### src/hw/rtl/ffbs_pkg.sv
`timescale 1ns / 1ps

package ffbs_pkg;

  localparam int MAX_BLOCKS = 16;
  localparam int BLK_IDX_W  = (MAX_BLOCKS > 1) ? $clog2(MAX_BLOCKS) : 1;
  localparam int CNT_W      = $clog2(MAX_BLOCKS + 1);

  typedef enum logic [1:0] {
    CFG_BLOCK_SIZE  = 2'd0,
    CFG_GRAN_LOG2   = 2'd1,
    CFG_LOCAL_MASK  = 2'd2
  } cfg_reg_t;

  typedef enum logic [1:0] {
    ST_PLACED  = 2'd0,
    ST_OPENED  = 2'd1,
    ST_NO_TYPE = 2'd2,
    ST_FULL    = 2'd3
  } status_t;

  typedef struct packed {
    logic [31:0] req_size;
    logic [4:0]  align_log2;
    logic [31:0] type_mask;
  } req_t;

  typedef struct packed {
    status_t     status;
    logic [3:0]  block_number;
    logic [31:0] byte_offset;
    logic [4:0]  chosen_type;
    logic [31:0] opened_size;
  } res_t;

  // One block table entry: memory type and bytes still free.
  typedef struct packed {
    logic [4:0]  btype;
    logic [31:0] free;
  } entry_t;

  // Fit unit to sequencer.
  typedef struct packed {
    logic                 busy;
    logic                 hit;
    logic [BLK_IDX_W-1:0] idx;
    logic [31:0]          off;
    logic [4:0]           btype;
    logic [31:0]          new_free;
  } fit_res_t;

  // 2^g - 1 as a 33-bit mask.
  function automatic logic [32:0] low_mask(input logic [4:0] g);
    logic [32:0] m;
    m = '0;
    for (int k = 0; k < 33; k++) begin
      m[k] = (k < int'(g));
    end
    return m;
  endfunction

  function automatic logic [3:0] to_blk_num(input logic [BLK_IDX_W-1:0] idx);
    logic [31:0] w;
    w = 32'(idx);
    return w[3:0];
  endfunction

endpackage

### src/hw/rtl/ffbs_ram.sv
`timescale 1ns / 1ps

module ffbs_ram #(
  parameter int WIDTH = 8,
  parameter int DEPTH = 16
) (
  input  logic                                   clk,
  input  logic                                   we,
  input  logic [((DEPTH > 1) ? $clog2(DEPTH) : 1)-1:0] waddr,
  input  logic [WIDTH-1:0]                       wdata,
  input  logic [((DEPTH > 1) ? $clog2(DEPTH) : 1)-1:0] raddr,
  output logic [WIDTH-1:0]                       rdata
);

  logic [WIDTH-1:0] mem [DEPTH];

  always_ff @(posedge clk) begin
    if (we) begin
      mem[waddr] <= wdata;
    end
    rdata <= mem[raddr];
  end

endmodule

### src/hw/rtl/ffbs_fit_unit.sv
`timescale 1ns / 1ps

// Three-stage fit check, one block entry per cycle:
// fill start, aligned offset, room left after the request.
module ffbs_fit_unit import ffbs_pkg::*; (
  input  logic                 clk,
  input  logic                 rst,
  input  logic                 flush,
  input  logic [31:0]          block_size,
  input  logic [33:0]          rem,
  input  logic [4:0]           align_log2,
  input  logic [31:0]          type_mask,
  input  logic                 rd_valid,
  input  logic [BLK_IDX_W-1:0] rd_idx,
  input  entry_t               rd_entry,
  output fit_res_t             res
);

  logic                 s1_valid, s2_valid, s3_valid;
  logic [BLK_IDX_W-1:0] s1_idx, s2_idx, s3_idx;
  logic [4:0]           s1_btype, s2_btype, s3_btype;
  logic [31:0]          s1_start;
  logic [32:0]          s2_off;
  logic                 s2_ok, s3_ok;
  logic [31:0]          s3_off;
  logic [34:0]          s3_diff;
  logic [32:0]          amask;

  assign amask = low_mask(align_log2);

  always_ff @(posedge clk) begin
    if (rst || flush) begin
      s1_valid <= 1'b0;
      s2_valid <= 1'b0;
      s3_valid <= 1'b0;
    end else begin
      s1_valid <= rd_valid;
      s2_valid <= s1_valid;
      s3_valid <= s2_valid;
    end
  end

  always_ff @(posedge clk) begin
    // start wraps at 32 bits, as the fill level does
    s1_idx   <= rd_idx;
    s1_btype <= rd_entry.btype;
    s1_start <= block_size - rd_entry.free;

    s2_idx   <= s1_idx;
    s2_btype <= s1_btype;
    s2_ok    <= type_mask[s1_btype];
    s2_off   <= ({1'b0, s1_start} + amask) & ~amask;

    // rem = block_size - size; fits when rem - off > 0
    s3_idx   <= s2_idx;
    s3_btype <= s2_btype;
    s3_ok    <= s2_ok;
    s3_off   <= s2_off[31:0];
    s3_diff  <= {rem[33], rem} - {2'b00, s2_off};
  end

  always_comb begin
    res.busy     = s1_valid | s2_valid;
    res.hit      = s3_valid && s3_ok && !s3_diff[34] && (s3_diff != '0);
    res.idx      = s3_idx;
    res.off      = s3_off;
    res.btype    = s3_btype;
    res.new_free = s3_diff[31:0];
  end

endmodule

### src/hw/rtl/first_fit_block_suballocator_core.sv
`timescale 1ns / 1ps
// A hit on block k ends the scan at that block; a miss reads every held block and then
// tries to open a new one.
// One request at a time: a new one is taken once the result is loaded into the output
// register, which waits while an earlier result is still stalled by out_ready.
// Reset (rst, synchronous): block table emptied, config back to defaults, no result held.
// Table memory contents are not cleared; only entries below the block count are read.
module first_fit_block_suballocator_core import ffbs_pkg::*; (
  input  logic        clk,
  input  logic        rst,
  input  logic        in_valid,
  output logic        in_ready,
  input  req_t        in_data,
  output logic        out_valid,
  input  logic        out_ready,
  output res_t        out_data,
  input  logic        cfg_valid,
  output logic        cfg_ready,
  input  logic [1:0]  cfg_index,
  input  logic [31:0] cfg_data
);

  // Sequencer: round the size, work out room and type, scan the table, open, hand over.
  typedef enum logic [5:0] {
    S_IDLE  = 6'b000001,
    S_ROUND = 6'b000010,
    S_PREP  = 6'b000100,
    S_SCAN  = 6'b001000,
    S_OPEN  = 6'b010000,
    S_DONE  = 6'b100000
  } state_t;

  state_t state;

  // Configuration
  logic [31:0] block_size;
  logic [4:0]  gran_log2;
  logic [31:0] local_mask;

  // Per-request working registers
  req_t        req;
  logic [32:0] size;       // rounded request size, may reach 2^32
  logic [33:0] rem;        // block_size - size, two's complement
  logic [4:0]  ty;         // lowest allowed device-local type
  logic        cand_nz;
  res_t        res;

  // Table state
  logic [CNT_W-1:0]     block_count;
  logic [CNT_W-1:0]     issue_idx;
  logic                 rd_valid;
  logic [BLK_IDX_W-1:0] rd_idx;
  entry_t               rd_entry;

  // Comb
  logic [32:0]          gmask;
  logic [32:0]          size_next;
  logic [33:0]          rem_next;
  logic [31:0]          cand;
  logic [31:0]          cand_low;
  logic [4:0]           ty_next;
  logic                 issue;
  logic                 scan_empty;
  logic                 open_ok;
  logic [31:0]          open_free;
  logic [31:0]          open_size;
  logic                 ram_we;
  logic [BLK_IDX_W-1:0] ram_waddr;
  entry_t               ram_wdata;
  logic                 fit_flush;
  fit_res_t             fit;
  logic                 out_load;

  assign in_ready  = (state == S_IDLE);
  assign cfg_ready = 1'b1;

  // Config writes; indexes beyond the list are dropped.
  always_ff @(posedge clk) begin
    if (rst) begin
      block_size <= 32'd16777216;
      gran_log2  <= 5'd10;
      local_mask <= 32'hFFFF_FFFF;
    end else if (cfg_valid) begin
      case (cfg_index)
        CFG_BLOCK_SIZE: block_size <= cfg_data;
        CFG_GRAN_LOG2:  gran_log2  <= cfg_data[4:0];
        CFG_LOCAL_MASK: local_mask <= cfg_data;
        default: ;
      endcase
    end
  end

  always_comb begin
    gmask     = low_mask(gran_log2);
    size_next = ({1'b0, req.req_size} + gmask) & ~gmask;
    rem_next  = {2'b00, block_size} - {1'b0, size};

    // lowest set bit of the allowed device-local types
    cand      = req.type_mask & local_mask;
    cand_low  = cand & (~cand + 32'd1);
    ty_next   = '0;
    for (int k = 0; k < 32; k++) begin
      if (cand_low[k]) begin
        ty_next = ty_next | 5'(k);
      end
    end

    issue      = (state == S_SCAN) && (issue_idx < block_count);
    scan_empty = !issue && !rd_valid && !fit.busy;
    fit_flush  = (state == S_SCAN) && fit.hit;

    // Type search goes first, so a full table with no type still reports no type.
    open_ok   = cand_nz && (block_count < CNT_W'(MAX_BLOCKS));
    // rem >= 0: request fits in a normal block; otherwise the block is the request itself
    open_free = rem[33] ? 32'd0 : rem[31:0];
    open_size = rem[33] ? (size[32] ? 32'hFFFF_FFFF : size[31:0]) : block_size;

    ram_we    = fit_flush || ((state == S_OPEN) && open_ok);
    ram_waddr = fit_flush ? fit.idx : block_count[BLK_IDX_W-1:0];
    if (fit_flush) begin
      ram_wdata.btype = fit.btype;
      ram_wdata.free  = fit.new_free;
    end else begin
      ram_wdata.btype = ty;
      ram_wdata.free  = open_free;
    end

    out_load = (state == S_DONE) && (!out_valid || out_ready);
  end

  ffbs_ram #(
    .WIDTH ($bits(entry_t)),
    .DEPTH (MAX_BLOCKS)
  ) u_ram (
    .clk   (clk),
    .we    (ram_we),
    .waddr (ram_waddr),
    .wdata (ram_wdata),
    .raddr (issue_idx[BLK_IDX_W-1:0]),
    .rdata (rd_entry)
  );

  ffbs_fit_unit u_fit (
    .clk        (clk),
    .rst        (rst),
    .flush      (fit_flush),
    .block_size (block_size),
    .rem        (rem),
    .align_log2 (req.align_log2),
    .type_mask  (req.type_mask),
    .rd_valid   (rd_valid),
    .rd_idx     (rd_idx),
    .rd_entry   (rd_entry),
    .res        (fit)
  );

  // Sequencer and table control
  always_ff @(posedge clk) begin
    if (rst) begin
      state       <= S_IDLE;
      block_count <= '0;
      issue_idx   <= '0;
      rd_valid    <= 1'b0;
    end else begin
      case (state)
        S_IDLE: begin
          if (in_valid) begin
            state <= S_ROUND;
          end
        end
        S_ROUND: begin
          state <= S_PREP;
        end
        S_PREP: begin
          issue_idx <= '0;
          state     <= S_SCAN;
        end
        S_SCAN: begin
          // one table read per cycle, in block order
          rd_valid <= issue;
          if (issue) begin
            issue_idx <= issue_idx + CNT_W'(1);
          end
          // first hit wins; younger reads in flight are dropped
          if (fit.hit) begin
            rd_valid <= 1'b0;
            state    <= S_DONE;
          end else if (scan_empty) begin
            state <= S_OPEN;
          end
        end
        S_OPEN: begin
          if (open_ok) begin
            block_count <= block_count + CNT_W'(1);
          end
          state <= S_DONE;
        end
        S_DONE: begin
          if (!out_valid || out_ready) begin
            state <= S_IDLE;
          end
        end
        default: begin
          state    <= S_IDLE;
          rd_valid <= 1'b0;
        end
      endcase
    end
  end

  // Result register: holds until the transfer, parting the two sides.
  always_ff @(posedge clk) begin
    if (rst) begin
      out_valid <= 1'b0;
    end else if (out_load) begin
      out_valid <= 1'b1;
    end else if (out_ready) begin
      out_valid <= 1'b0;
    end
  end

  // Payload
  always_ff @(posedge clk) begin
    rd_idx <= issue_idx[BLK_IDX_W-1:0];
    if ((state == S_IDLE) && in_valid) begin
      req <= in_data;
    end
    if (state == S_ROUND) begin
      size <= size_next;
    end
    if (state == S_PREP) begin
      rem     <= rem_next;
      ty      <= ty_next;
      cand_nz <= (cand != '0);
    end
    if (fit_flush) begin
      res.status       <= ST_PLACED;
      res.block_number <= to_blk_num(fit.idx);
      res.byte_offset  <= fit.off;
      res.chosen_type  <= fit.btype;
      res.opened_size  <= '0;
    end else if (state == S_OPEN) begin
      if (!cand_nz) begin
        res <= '{status: ST_NO_TYPE, block_number: '0, byte_offset: '0,
                 chosen_type: '0, opened_size: '0};
      end else if (!open_ok) begin
        res <= '{status: ST_FULL, block_number: '0, byte_offset: '0,
                 chosen_type: '0, opened_size: '0};
      end else begin
        res.status       <= ST_OPENED;
        res.block_number <= to_blk_num(block_count[BLK_IDX_W-1:0]);
        res.byte_offset  <= '0;
        res.chosen_type  <= ty;
        res.opened_size  <= open_size;
      end
    end
    if (out_load) begin
      out_data <= res;
    end
  end

endmodule

### config.mk
export PLATFORM = sky130hd
export DESIGN_NAME = first_fit_block_suballocator_core
export DESIGN_NICKNAME = d
export VERILOG_FILES = /design/src/hw/rtl/ffbs_pkg.sv /design/src/hw/rtl/ffbs_ram.sv /design/src/hw/rtl/ffbs_fit_unit.sv /design/src/hw/rtl/first_fit_block_suballocator_core.sv
export SDC_FILE = /design/constraint.sdc
export NUM_CORES = 2
export LEC_CHECK = 0
export BUFFER_PORTS_ARGS = -buffer_cell sky130_fd_sc_hd__buf_2
export CORE_UTILIZATION = 35
export DETAILED_ROUTE_END_ITERATION = 8
export PLACE_DENSITY = 0.61
export SLEW_MARGIN = 20
export SYNTH_ARGS = -nofsm -noshare
export SYNTH_HDL_FRONTEND = slang
export SYNTH_HIERARCHICAL = 1
export SYNTH_SLANG_ARGS = --single-unit
### constraint.sdc
create_clock -name clk -period 7.6 [get_ports clk]
set_clock_uncertainty 0.2 [all_clocks]
set_input_delay 1.52 -clock clk [delete_from_list [all_inputs] [get_ports clk]]
set_output_delay 1.52 -clock clk [all_outputs]
set_load 0.01 [all_outputs]
==> out/metrics.cfg <==
[outcome]
status = finished clean

[sta]
setup_tns_ns = 0
finalSetupViolations = 0
report.final.slew_viol_count = 0
layout_setup_ws_ns = 1.95
rsz0062_at_grt = false
relSlewSlack_pct = 29.3
fin_crit_sh_pct = 74.3
period_minus_slack_ns = 5.65
worst_pin_slew_ns = 1.06
max_freq_mhz = 177
hold_viol = 0

[min_path]
holdCritPathClass = reg2reg

[critical_path]
cp_max_fo = 98
crit_chain = nor4_1, and4_1, nand4_1, nor4_1, nor3_1, nand2_1, inv_4, o21ai_0, nand2_1, nor2_4, buf_4
critPathRequiredTime_ns = 7.83
cp_top_family = simple AND/OR/NAND/NOR gates
cp_slowest_cell = o21ai_0
arrival_ns = 5.88
startpoint_type = flip-flop
cp-end-kind = flip-flop
worst-path-buf-inv = 2
cp_slowest_stage_delay_ns = 0.96
crit_type = reg2reg

[grt]
grt_max_degree = 121
grt_usage_pct = 18.1
grt_pass1_vias = 31036
antenna_found_initial = 2
grt_first_pass_wirelength_um = 201000
globalRouteOverflowTotal = 0

[layout]
final_cell_area_um2 = 58300
synthToLayoutAreaGrowth_pct = 13.9
finalNonFillerCells = 6062
final_nets = 4305
drive_gt1_share_pct = 17.0
num-fill-cells = 13466

[power_and_ir_drop]
power_mw = 14.2
p_per_area_nw_per_um2 = 244
intPower_mw = 10.9
leakagePower_nw = 20.9
seqPwrFrac_pct = 50.3
comb_power_share_pct = 7.1
switchingPower_mw = 3.30
switching_share_pct = 23.3
ir_worst_vdd_v = 0.000181
p_clk_share_pct = 42.6

[floorplanning]
die_area_um2 = 148000
io_pins = 186
rows = 139
core_area_um2 = 144000
die_y_um = 384
initial_utilization_pct = 35.5
die_x_um = 384

[detailed_routing]
dr.max_layer_used = met4
vias = 32219
met3_length_um = 7930
wl_met1_um = 60700
drt_iter0_markers = 3159
wl_met2_um = 64200
routed_wl_um = 136000
avgViaCountPerCell = 5.31
drc = 0
final_antenna_net_count = 0
wire_per_inst_um = 22.5
drtPass1Iterations = 6

[cts]
htree_levels = 3
cts_setup_buffers = 0
cts_buffer_depth = 3
cts.sinks = 1176
cts.repair.resized = 0
cts-buffers-inserted = 120
clock_latency_ns = 0.77
path_clk_slew_ns = 0.06
holdBufCountCts = 0
cts_tree = yes
root_buffer = clkbuf_16

[yosys]
async_reset_ff_share_pct = 0
syn_area_um2 = 51200
synthesis.nets = 4122
synth_edf_count = 850
synth_warnings = 6
synthCells = 3870
ys_types = 110
syn-mean-instance-area_um2 = 13.2
ys.flop_type = edfxtp_1
yosysSeqAreaShare_pct = 62.6
ys_ff_latch = 1176

[place]
gp_congestion = 0.961
placed_cells = 5834
pre_cts_slack_ns = 1.96
dpl_cell_area_um2 = 54200
hpwl_um = 95800
port_buffers = 184

[job]
drv_cap = 0

## through the flow
step | hold slack (ns) | utilization [%]
after floorplan | 0.110 | -
final | 0.114 | 40.4
after global placement | 0.110 | 37.5
after CTS | 0.117 | 40.4
after global routing | 0.120 | 40.4
after detailed placement | 0.112 | 37.5
## synthesized netlist by cell type, types with 37 or more instances
master	n	area share [%]
dfxtp_1	326	13
nand3b_1	47	0.69
a21o_1	68	1.0
ha_1	139	3.4
nand2b_1	64	0.78
nand2_1	434	3.2
nor2_1	219	1.6
xor2_1	51	0.87
edfxtp_1	850	50
buf_4	49	0.72
a22oi_1	87	1.3
clkbuf_1	89	0.65
inv_1	160	1.2
mux4_2	158	7.0
nand3_1	51	0.50
xnor2_1	99	1.7
and2_1	53	0.65
nor3_1	37	0.36
a21oi_1	202	2.0
o21ai_0	146	1.4
## routing by layer
metal  track usage (%)  vias to the layer above
met5                 0                        -
met4              4.77                        0
met3              2.55                      199
met2              29.2                     1054
met1              25.4                    16129
li1                  -                    14837
## cell usage in the layout (no fill, tap or decap), types with 29 or more instances in the layout
| master | count |
|---|---|
| nand3b_1 | 47 |
| and2_1 | 52 |
| dfxtp_1 | 324 |
| xor2_1 | 51 |
| nand2_1 | 434 |
| a21oi_1 | 202 |
| nor2_1 | 205 |
| ha_1 | 139 |
| o21a_1 | 30 |
| buf_2 | 184 |
| and3_1 | 29 |
| buf_4 | 70 |
| a22oi_1 | 87 |
| xnor2_1 | 99 |
| nand2b_1 | 64 |
| o21ai_0 | 143 |
| nor3_1 | 33 |
| mux4_2 | 158 |
| nand3_1 | 51 |
| a21o_1 | 68 |
| clkbuf_16 | 123 |
| inv_1 | 157 |
| edfxtp_1 | 850 |
## flip-flops by register name, indices dropped and copies added, names as in the netlist, 5 cells and up
signal / cells
req: 69
rem: 34
block_count: 5
u_fit/s3_diff: 35
gran_log2: 5
u_fit/s1_btype: 5
u_ram/mem: 592
u_fit/s2_btype: 5
u_fit/s3_off: 32
issue_idx: 5
local_mask: 32
out_data: 75
u_fit/s1_start: 32
u_fit/s3_btype: 5
u_ram/rdata: 37
block_size: 32
size: 33
ty: 5
u_fit/s2_off: 33
res: 75
state: 6
## worst paths after layout
path                       startpoint                           to  slack (ns)  cells past startpoint
max          u_fit/s3_diff[6]$_DFF_P_  u_ram/mem[11][19]$_DFFE_PP_        1.95                     11
min           u_ram/rdata[35]$_DFF_P_    u_fit/s1_btype[3]$_DFF_P_        0.11                      0
max reg2reg  u_fit/s3_diff[6]$_DFF_P_  u_ram/mem[11][19]$_DFFE_PP_        1.95                     11
min reg2reg   u_ram/rdata[35]$_DFF_P_    u_fit/s1_btype[3]$_DFF_P_        0.11                      0
## kinds of logic after synthesis
| kind of cell | after synthesis | share of synthesized area, % |
|---|---|---|
| fa+ha+maj | 158 | 3.87 |
| mux | 168 | 7.18 |
| xor+xnor | 152 | 2.63 |
| compound gates | 793 | 10.5 |
| other cells | 1 | 0.00733 |
| buf+inv | 361 | 3.32 |
| flops | 1176 | 62.6 |
| simple gates | 1061 | 9.83 |
## area by class of cell
class,count,area [µm²],area share [%]
Sequential cell,1176,32100,55.0
Multi-Input combinational cell,2333,17600,30.2
Clock buffer,160,3330,5.71
Tap cell,1903,2380,4.08
Timing Repair Buffer,260,1570,2.69
Clock inverter,67,759,1.30
Inverter,162,611,1.05
Antenna cell,1,2.50,0.00429
## power groups by stage
stage	logic (mW)	clock network, mW	registers (mW)
floorplan	0.817	0	7.21
global placement	0.990	0	7.27
detailed placement	0.989	0	7.28
CTS	0.997	6.16	7.14
global route	1.10	6.41	7.16
finish	1.01	6.05	7.14
Power figures use the tool's default switching activity.
